File: config.mk
export PLATFORM = sky130hd
export DESIGN_NAME = bmp_rle_scanline_encoder_top
export DESIGN_NICKNAME = d
export VERILOG_FILES = /design/src/bre_pkg.sv /design/src/bre_front.sv /design/src/bre_fifo.sv /design/src/bre_back.sv /design/src/bmp_rle_scanline_encoder_top.sv
export SDC_FILE = /design/constraint.sdc
export NUM_CORES = 1
export LEC_CHECK = 0
export BUFFER_PORTS_ARGS = -buffer_cell sky130_fd_sc_hd__clkbuf_2
export CAP_MARGIN = 20
export CORE_ASPECT_RATIO = 0.75
export CORE_MARGIN = 4
export CORE_UTILIZATION = 56
export CTS_CLUSTER_SIZE = 28
export DETAILED_ROUTE_END_ITERATION = 16
export GPL_ROUTABILITY_DRIVEN = 0
export PLACE_DENSITY_LB_ADDON = 0.08
export SLEW_MARGIN = 30
export SYNTH_ARGS = -nofsm -noshare
export SYNTH_HDL_FRONTEND = slang
export SYNTH_HIERARCHICAL = 1
export SYNTH_SLANG_ARGS = --single-unit
File: constraint.sdc
create_clock -name clk_i -period 4.35 [get_ports clk_i]
set_input_delay 0.2175 -clock clk_i [delete_from_list [all_inputs] [get_ports clk_i]]
set_output_delay 0.2175 -clock clk_i [all_outputs]
set_load 0.01 [all_outputs]
File: src/bre_pkg.sv
// Shared types and constants for the bitmap run-length scanline encoder.
// Used by every module in src; no dependencies of its own.
package bre_pkg;

  // Depth of the queue between the run tracker and the byte serializer.
  localparam int unsigned QueueDepth = 2;

  localparam int unsigned PaddrW = 3;

  localparam logic [7:0] ByteLimit   = 8'd255;
  localparam logic [7:0] NibbleLimit = 8'd127;
  localparam logic [7:0] MarkEsc     = 8'h00;
  localparam logic [7:0] MarkEol     = 8'h00;
  localparam logic [7:0] MarkEoi     = 8'h01;

  // Register indexes.
  localparam logic [PaddrW-3:0] RegNibbleMode = '0;

  typedef struct packed {
    logic [7:0] pixel_byte;
    logic       line_end;
    logic       image_end;
  } in_t;

  typedef struct packed {
    logic [7:0] out_byte;
    logic       burst_last;
  } out_t;

  // Output burst caused by one input byte: optional closed run, optional line end.
  typedef struct packed {
    logic       has_flush;
    logic [7:0] flush_cnt;
    logic [7:0] flush_val;
    logic       has_eol;
    logic [7:0] eol_cnt;
    logic [7:0] eol_val;
    logic       image_end;
  } burst_t;

endpackage

File: src/bre_front.sv
// Run tracker: accepts scanline bytes, extends or closes runs, queues bursts.
// Depends on bre_pkg.
module bre_front (
  input  logic            clk_i,
  input  logic            rst_ni,
  input  logic            nibble_mode_i,
  input  logic            in_valid_i,
  output logic            in_stall_o,
  input  bre_pkg::in_t    in_data_i,
  output logic            push_o,
  output bre_pkg::burst_t push_data_o,
  input  logic            full_i
);
  import bre_pkg::*;

  logic [7:0] run_value_q, run_value_d;
  logic [7:0] run_count_q, run_count_d;
  logic       run_open_q, run_open_d;
  logic       accept;
  logic       extend;
  logic [7:0] limit;
  logic [7:0] step;
  logic [7:0] cnt_new;
  logic [7:0] val_new;

  assign in_stall_o = full_i;
  assign accept     = in_valid_i && !full_i;
  assign limit      = nibble_mode_i ? NibbleLimit : ByteLimit;
  assign step       = nibble_mode_i ? 8'd2 : 8'd1;
  assign extend     = run_open_q && (in_data_i.pixel_byte == run_value_q)
                      && (run_count_q < limit);

  always_comb begin
    if (extend) begin
      cnt_new = run_count_q + step;
      val_new = run_value_q;
    end else begin
      cnt_new = step;
      val_new = in_data_i.pixel_byte;
    end
  end

  always_comb begin
    push_data_o.has_flush = !extend && run_open_q;
    push_data_o.flush_cnt = run_count_q;
    push_data_o.flush_val = run_value_q;
    push_data_o.has_eol   = in_data_i.line_end;
    push_data_o.eol_cnt   = cnt_new;
    push_data_o.eol_val   = val_new;
    push_data_o.image_end = in_data_i.image_end;
  end

  assign push_o = accept && (push_data_o.has_flush || in_data_i.line_end);

  always_comb begin
    run_value_d = run_value_q;
    run_count_d = run_count_q;
    run_open_d  = run_open_q;
    if (accept) begin
      if (in_data_i.line_end) begin
        run_value_d = '0;
        run_count_d = '0;
        run_open_d  = 1'b0;
      end else begin
        run_value_d = val_new;
        run_count_d = cnt_new;
        run_open_d  = 1'b1;
      end
    end
  end

  always_ff @(posedge clk_i or negedge rst_ni) begin
    if (!rst_ni) begin
      run_value_q <= '0;
      run_count_q <= '0;
      run_open_q  <= 1'b0;
    end else begin
      run_value_q <= run_value_d;
      run_count_q <= run_count_d;
      run_open_q  <= run_open_d;
    end
  end

endmodule

File: src/bre_fifo.sv
// Short burst queue between the run tracker and the serializer.
// Depends on bre_pkg for the burst type.
module bre_fifo #(
  parameter int unsigned Depth = bre_pkg::QueueDepth
) (
  input  logic            clk_i,
  input  logic            rst_ni,
  input  logic            push_i,
  input  bre_pkg::burst_t push_data_i,
  output logic            full_o,
  input  logic            pop_i,
  output logic            valid_o,
  output bre_pkg::burst_t head_o
);
  import bre_pkg::*;

  localparam int unsigned PtrW = (Depth > 1) ? $clog2(Depth) : 1;
  localparam int unsigned CntW = $clog2(Depth + 1);
  localparam logic [PtrW-1:0] LastPtr = PtrW'(Depth - 1);
  localparam logic [CntW-1:0] FullCnt = CntW'(Depth);

  burst_t          mem_q [Depth];
  logic [PtrW-1:0] wr_ptr_q, wr_ptr_d;
  logic [PtrW-1:0] rd_ptr_q, rd_ptr_d;
  logic [CntW-1:0] count_q, count_d;

  assign full_o  = (count_q == FullCnt);
  assign valid_o = (count_q != '0);
  assign head_o  = mem_q[rd_ptr_q];

  always_comb begin
    wr_ptr_d = wr_ptr_q;
    rd_ptr_d = rd_ptr_q;
    count_d  = count_q;
    if (push_i) begin
      wr_ptr_d = (wr_ptr_q == LastPtr) ? '0 : wr_ptr_q + 1'b1;
    end
    if (pop_i) begin
      rd_ptr_d = (rd_ptr_q == LastPtr) ? '0 : rd_ptr_q + 1'b1;
    end
    if (push_i && !pop_i) begin
      count_d = count_q + 1'b1;
    end else if (pop_i && !push_i) begin
      count_d = count_q - 1'b1;
    end
  end

  always_ff @(posedge clk_i) begin
    if (push_i) begin
      mem_q[wr_ptr_q] <= push_data_i;
    end
  end

  always_ff @(posedge clk_i or negedge rst_ni) begin
    if (!rst_ni) begin
      wr_ptr_q <= '0;
      rd_ptr_q <= '0;
      count_q  <= '0;
    end else begin
      wr_ptr_q <= wr_ptr_d;
      rd_ptr_q <= rd_ptr_d;
      count_q  <= count_d;
    end
  end

endmodule

File: src/bre_back.sv
// Byte serializer: walks each queued burst and drives the output register.
// Depends on bre_pkg.
module bre_back (
  input  logic            clk_i,
  input  logic            rst_ni,
  input  logic            valid_i,
  input  bre_pkg::burst_t head_i,
  output logic            pop_o,
  output logic            out_valid_o,
  input  logic            out_stall_i,
  output bre_pkg::out_t   out_data_o
);
  import bre_pkg::*;

  logic [2:0] pos_q, pos_d;
  logic [2:0] idx;
  logic [2:0] last_idx;
  logic       load;
  logic       is_last;
  logic [7:0] sel_byte;
  logic       out_valid_q, out_valid_d;
  out_t       out_data_q, out_data_d;

  // Skip the flush pair when the burst has no closed run.
  assign idx      = pos_q + (head_i.has_flush ? 3'd0 : 3'd2);
  assign last_idx = head_i.has_eol ? 3'd5 : 3'd1;
  assign is_last  = (idx == last_idx);
  assign load     = valid_i && (!out_valid_q || !out_stall_i);
  assign pop_o    = load && is_last;

  always_comb begin
    unique case (idx)
      3'd0:    sel_byte = head_i.flush_cnt;
      3'd1:    sel_byte = head_i.flush_val;
      3'd2:    sel_byte = head_i.eol_cnt;
      3'd3:    sel_byte = head_i.eol_val;
      3'd4:    sel_byte = MarkEsc;
      3'd5:    sel_byte = head_i.image_end ? MarkEoi : MarkEol;
      default: sel_byte = MarkEsc;
    endcase
  end

  always_comb begin
    pos_d       = pos_q;
    out_valid_d = out_valid_q;
    out_data_d  = out_data_q;
    if (load) begin
      out_valid_d           = 1'b1;
      out_data_d.out_byte   = sel_byte;
      out_data_d.burst_last = is_last;
      pos_d                 = is_last ? 3'd0 : pos_q + 3'd1;
    end else if (!out_stall_i) begin
      out_valid_d = 1'b0;
    end
  end

  always_ff @(posedge clk_i) begin
    out_data_q <= out_data_d;
  end

  always_ff @(posedge clk_i or negedge rst_ni) begin
    if (!rst_ni) begin
      pos_q       <= '0;
      out_valid_q <= 1'b0;
    end else begin
      pos_q       <= pos_d;
      out_valid_q <= out_valid_d;
    end
  end

  assign out_valid_o = out_valid_q;
  assign out_data_o  = out_data_q;

endmodule

File: src/bmp_rle_scanline_encoder_top.sv
// Bitmap run-length scanline encoder, encoded mode, 8-bit or 4-bit pixels.
// An input byte's result bytes pass through the burst queue and then the output register.
// The run tracker takes one input byte per cycle while the burst queue is not full;
// the serializer sends one result byte per cycle while the output is not stalled.
// Reset clears the open run, the queue, the output valid flag and nibble_mode.
module bmp_rle_scanline_encoder_top #(
  parameter int unsigned QueueDepth = bre_pkg::QueueDepth
) (
  input  logic                       clk_i,
  input  logic                       rst_ni,
  input  logic                       psel,
  input  logic                       penable,
  input  logic                       pwrite,
  input  logic [bre_pkg::PaddrW-1:0] paddr,
  input  logic [31:0]                pwdata,
  output logic [31:0]                prdata,
  output logic                       pready,
  input  logic                       in_valid_i,
  output logic                       in_stall_o,
  input  bre_pkg::in_t               in_data_i,
  output logic                       out_valid_o,
  input  logic                       out_stall_i,
  output bre_pkg::out_t              out_data_o
);
  import bre_pkg::*;

  logic   nibble_mode_q, nibble_mode_d;
  logic   reg_hit;
  logic   push, pop, full, q_valid;
  burst_t push_data, head;

  assign pready  = 1'b1;
  assign reg_hit = (paddr[PaddrW-1:2] == RegNibbleMode);
  assign prdata  = reg_hit ? {31'd0, nibble_mode_q} : 32'd0;

  always_comb begin
    nibble_mode_d = nibble_mode_q;
    if (psel && penable && pwrite && reg_hit) begin
      nibble_mode_d = pwdata[0];
    end
  end

  always_ff @(posedge clk_i or negedge rst_ni) begin
    if (!rst_ni) begin
      nibble_mode_q <= 1'b0;
    end else begin
      nibble_mode_q <= nibble_mode_d;
    end
  end

  bre_front u_front (
    .clk_i         (clk_i),
    .rst_ni        (rst_ni),
    .nibble_mode_i (nibble_mode_q),
    .in_valid_i    (in_valid_i),
    .in_stall_o    (in_stall_o),
    .in_data_i     (in_data_i),
    .push_o        (push),
    .push_data_o   (push_data),
    .full_i        (full)
  );

  bre_fifo #(
    .Depth (QueueDepth)
  ) u_fifo (
    .clk_i       (clk_i),
    .rst_ni      (rst_ni),
    .push_i      (push),
    .push_data_i (push_data),
    .full_o      (full),
    .pop_i       (pop),
    .valid_o     (q_valid),
    .head_o      (head)
  );

  bre_back u_back (
    .clk_i       (clk_i),
    .rst_ni      (rst_ni),
    .valid_i     (q_valid),
    .head_i      (head),
    .pop_o       (pop),
    .out_valid_o (out_valid_o),
    .out_stall_i (out_stall_i),
    .out_data_o  (out_data_o)
  );

endmodule

# [Word level (Yosys, flattened, before mapping)]
# Memories as Yosys holds them, arrays and structs flattened.
# Index checks and enable logic that the tools add are counted.
# Widths: inputs -> output; s select.
[word_totals] memories=1 ramBits=70 output_inout_bits=44 regBits=35 wordCells=73
[classes] n_reduce_logical=23 eq_ne=8 n_mux=21 bitwise_logic=1 order_cmp=1 add_sub_neg=7
[memory_table] memory="u_fifo.mem_q" depth=2 width=35 read_ports=1 rd_clocked_by_memory_dff=0 wr=1 line_no="bre_fifo.sv:22" text="burst_t mem_q [Depth];"
[op_table] cell="$mux 8" count=5
[op_table] cell="$pmux 8 s5" count=1
[op_table] cell="$logic_and 1x1->1" count=12
[op_table] cell="$mux 1" count=9
[op_table] cell="$add 8x8->8" count=1
[op_table] cell="$eq 8x8->1" count=1
[op_table] cell="$lt 8x8->1" count=1
[op_table] cell="$mux 2" count=4
[op_table] cell="$eq 3x2->1 const B" count=2
[op_table] cell="$logic_not 1->1" count=6
[op_table] cell="$mux 3" count=2
[op_table] cell="$reduce_bool 2->1" count=2
[op_table] cell="$add 3x1->3 const B" count=1
[op_table] cell="$add 3x3->3" count=1
[op_table] cell="$eq 3x1->1 const B" count=1
[op_table] cell="$eq 3x3->1" count=1
[op_table] cell="$eq 3x3->1 const B" count=1
[op_table] cell="$logic_not 3->1" count=1
[op_table] cell="$add 1x1->1 const B" count=2
[op_table] cell="$add 2x1->2 const B" count=1
[op_table] cell="$eq 2x2->1 const B" count=1
[op_table] cell="$logic_or 1x1->1" count=2
[op_table] cell="$ne 2x1->1 const B" count=1
[op_table] cell="$sub 2x1->2 const B" count=1
[op_table] cell="$not 1->1" count=1

# [Longest topological paths before layout]
[logic_depth] ltp_word=11 ltp_mapped=12

# [Hierarchy]
# The synthesis kept the hierarchy.
[by_module_without_submodules] module="bre_fifo" area_each_um2=2865.2 seq_area_each_um2=2202.1 n_inst=1 cells_each=125
[by_module_without_submodules] module="bre_front" area_each_um2=1189.9 seq_area_each_um2=425.4 n_inst=1 cells_each=138
[by_module_without_submodules] module="bre_back" area_each_um2=785.8 seq_area_each_um2=370.4 n_inst=1 cells_each=56
[by_module_without_submodules] module="bmp_rle_scanline_encoder_top" area_each_um2=301.5 seq_area_each_um2=25.0 n_inst=1 cells_each=38

# [Worst setup path before layout]
# Ideal clock, no wire load.
[synth_path] path_kind="register to register" startpoint="register nibble_mode_q" endpoint="memory u_fifo/mem_q[0][0] (netlist name) (enable)" n_path_buf=2 path_slack_ns=0.703 period_less_slack_ns=3.647 setup_time_ns=0.431 arrival_ns=3.215 t_required_ns=3.919 stages_incl_launch_ff=10 cell_sequence="dfrtp_1 > ha_1 > nand3_1 > nor3_1 > or4_1 > buf_2 > buf_6 > and2_1 > o21a_1 > nor2b_1"
[synth_lines] item="start: declaration" line_no="bmp_rle_scanline_encoder_top.sv:27" text="logic nibble_mode_q, nibble_mode_d;"
[synth_lines] item="start signal: assignment" line_no="bmp_rle_scanline_encoder_top.sv:47" text="nibble_mode_q <= nibble_mode_d;"
[synth_lines] item="end: declaration" line_no="bre_fifo.sv:22"

==> out/qor.csv <==
metric,value,unit
Post-Synth Simple-Gate Area,8.491,%
Initial DRC Count,155,
antenna-violating nets left,0,
first-pass GRT wire length,13780,um
Worst R2R Path Depth,8,
"area leader, netlist",edfxtp_1,
clock sink count,105,
Total Nets Final,434,
worst skew pair latency,340,ps
Core ar.,0.008708,mm2
"Hold-fix buffers, CTS",1,
crit path kind,flip-flop to flip-flop,
number of global-route vias before repair,2568,
cts bufs inserted,9,
Total Power,3.583,mW
Final Max Tran Viols,0,
Worst path most repeated cell,and2_1,
Max Used Layer,met4,
post_cts resized,0,
"Slowest-stage cell, CP",or4_1,
die outline area,0.01080,mm2
routed wl met3,433,um
"commonest non-fill, non-tap cell in the layout",edfxtp_1,
# setup viols final,0,
post-synthesis compound-gate area fraction,3.285,%
clock-pin slew on the worst setup and hold paths,70,ps
Synth top area share,46.13,%
initial antenna violation count,0,
port bufs,30,
worst path arrival time,3160,ps
Multi-input gate area,0.001789,mm2
adder-cell share of the synthesized area,1.849,%
mux share of post-synthesis cell area,14.67,%
Crit path depth,8,
layout cell share with drive strength beyond 1,27.89,%
Max Clock Freq,0.3248,GHz
WL met2,4039,um
crit share post-route,70.77,%
clk root buf,clkbuf_16,
First-pass DRT Iterations,5,
Yosys cell types,50,
"Req. time, crit path",4430,ps
Initial Utilization,59.05,%
Power Density,652.1,mW/mm2
worst reg-to-reg setup slack,1270,ps
final WL,8474,um
hold path startpoint,in_data_i[0],
status,"finished, final reports clean",
Die W,118.7,um
Slowest Stage Delay on Critical Path,770,ps
Worst Skew,6.167,ps
Post-synth EDFFs,79,
HP Class,primary input to flip-flop,
Crit. End Element,flip-flop,
critical path launch point,nibble_mode_q,
area delta synth->final,6.861,%
DP HPWL,5521,um
Finished Layout Cells,488,
ANT cells,0,
Top delay family on crit path,simple AND/OR/NAND/NOR gates,
fin crit period,3079,ps
CTS tree,yes,
post-synthesis sequential area ratio,58.78,%
placed insts,471,
Mean Syn Cell Area,14.40,um2
"top cells by area, synth","edfxtp_1 (46%), dfrtp_1 (13%), mux2_4 (9.1%)",
WL/cell,17.36,um
Via Count,2600,
Worst-Margin Slew,875.9,ps
Tot GR Track Use,16.74,%
ys async rst share,24.76,%
post-CTS repair timing setup buffer count,0,
sequential standard cell area,0.003024,mm2
R2R Path Start,nibble_mode_q,
DR DRC count,0,
synth warn,6,
DRT met1 WL,3963,um
relative slew slack,41.60,%
Pleak,2.235,nW
CTS max path bufs,2,
Fillers,656,
# IOs,96,
CTS H-tree depth,3,
crit path buf inv count,1,
R2R Path End,u_fifo/mem_q[1][7],
Syn Std Cell Area,0.005142,mm2
Hold Crit Depth,1,
Main synth FF type,edfxtp_1,
TNS Setup,0,ps
"commonest cells after routing, fill and taps aside","edfxtp_1 (79), conb_1 (32), mux2_4 (31), clkbuf_2 (30), nand2_1 (26)",
Cells after Synth,357,
Post-Synth XOR/XNOR Area,4.015,%
maximum VDD drop,0.3391,mV
total gr overflow,0,
top fanout value on the critical path,18,
#FFs+latches synth,105,
largest net degree at the start of global routing,36,
CP Cell Sequence,ha_1 > nand3_1 > nor3_1 > or4_1 > and2_1 > o21a_1 > and2_1 > buf_4,
largest family of logic cells by synthesized area,multiplexers,
Die H,90.99,um
Vias/cell,5.328,
final hold vios,0,
num rows,29,
worst setup path end,u_fifo/mem_q[1][7],
unrepaired setup endpoints after global routing,no,
Setup crit start kind,flip-flop,
total of max-cap violations,0,
-- worst min-delay path by stage --
| stage | endpoint | slack [ps] |
|---|---|---|
| after floorplan | nibble_mode_q | -80 |
| after global placement | u_back/pos_q[0] | 310 |
| after detailed placement | u_back/pos_q[0] | 310 |
| after CTS | u_fifo/mem_q[0][0] | 60 |
| after global routing | u_fifo/mem_q[0][0] | 50 |
| final | u_fifo/mem_q[0][0] | 70 |
-- state kept, by name (all words and copies together), names as in the netlist --
name and count:
u_back/out_data_o 9, u_fifo/wr_ptr_q 1, nibble_mode_q 1, u_front/run_value_q 8
u_fifo/mem_q 70, u_fifo/count_q 2, u_front/run_open_q 1, u_back/pos_q 3
u_fifo/rd_ptr_q 1, u_back/out_valid_o 1, u_front/run_count_q 8
-- final cells by class --
class / instances / share of cell area [%]
tap: 108 / 2.459
clock inverter: 7 / 1.708
inverter: 6 / 0.4098
timing repair buffer: 37 / 3.734
sequential: 105 / 55.03
clock buffer: 9 / 4.098
multi-input combinational: 216 / 32.56
-- where the power goes --
part           switching, mW  leakage, nW  internal, mW
sequential             0.149         1.08          1.39
combinational          0.578         1.00         0.617
clock                  0.342        0.153         0.504
-- logic make-up (layout without fill, tap and decap cells) --
group | count (synthesis) | in the layout
buffers and inverters | 66 | 59
other | 2 | 32
AO/OA/AOI/OAI | 22 | 22
flip-flops | 105 | 105
adder cells (fa/ha/maj) | 7 | 7
multiplexers | 50 | 50
AND/OR/NAND/NOR | 83 | 83
XOR/XNOR | 22 | 22
-- cells in the mapped netlist, types with 2 or more instances --
library cell  count
dfrtp_1          26
clkbuf_1         14
buf_6             2
and2_1            2
xor2_1            8
nor2b_1          12
edfxtp_1         79
conb_1            2
nand4_1           3
nand2b_1          3
a22o_1            4
nand3b_1          9
nor2_1           11
mux2i_1           3
buf_2             6
mux2_2            8
inv_1             6
ha_1              6
nand2_1          26
or2_2             2
xnor2_1          13
buf_12            3
nor3_1            3
mux2_4           31
nand3_1           5
o21ai_0           2
a21oi_1           2
a21o_1            4
mux4_2            7
buf_4            35
-- routing by layer --
| layer | GRT usage (%) | vias to the layer above |
|---|---|---|
| li1 | - | 1241 |
| met3 | 4.969 | 2 |
| met1 | 23.63 | 1293 |
| met4 | 4.918 | 0 |
| met2 | 25.44 | 64 |
| met5 | 0 | - |
-- per-stage QoR --
step / hold WS, ps / cell area [um2] / setup slack (ps) / utilization [%]
final: 70.08 / 5495 / 1271 / 63.10
after global routing: 50.78 / 5495 / 1117 / 63.10
after CTS: 56.34 / 5495 / 1258 / 63.10
after detailed placement: 307.0 / 5166 / 1273 / 59.32
after global placement: 313.3 / 5166 / 1269 / 59.32
after floorplan: -78.09 / 5255 / 703.2 / -
Note: power is estimated with default switching activity, not from simulation.
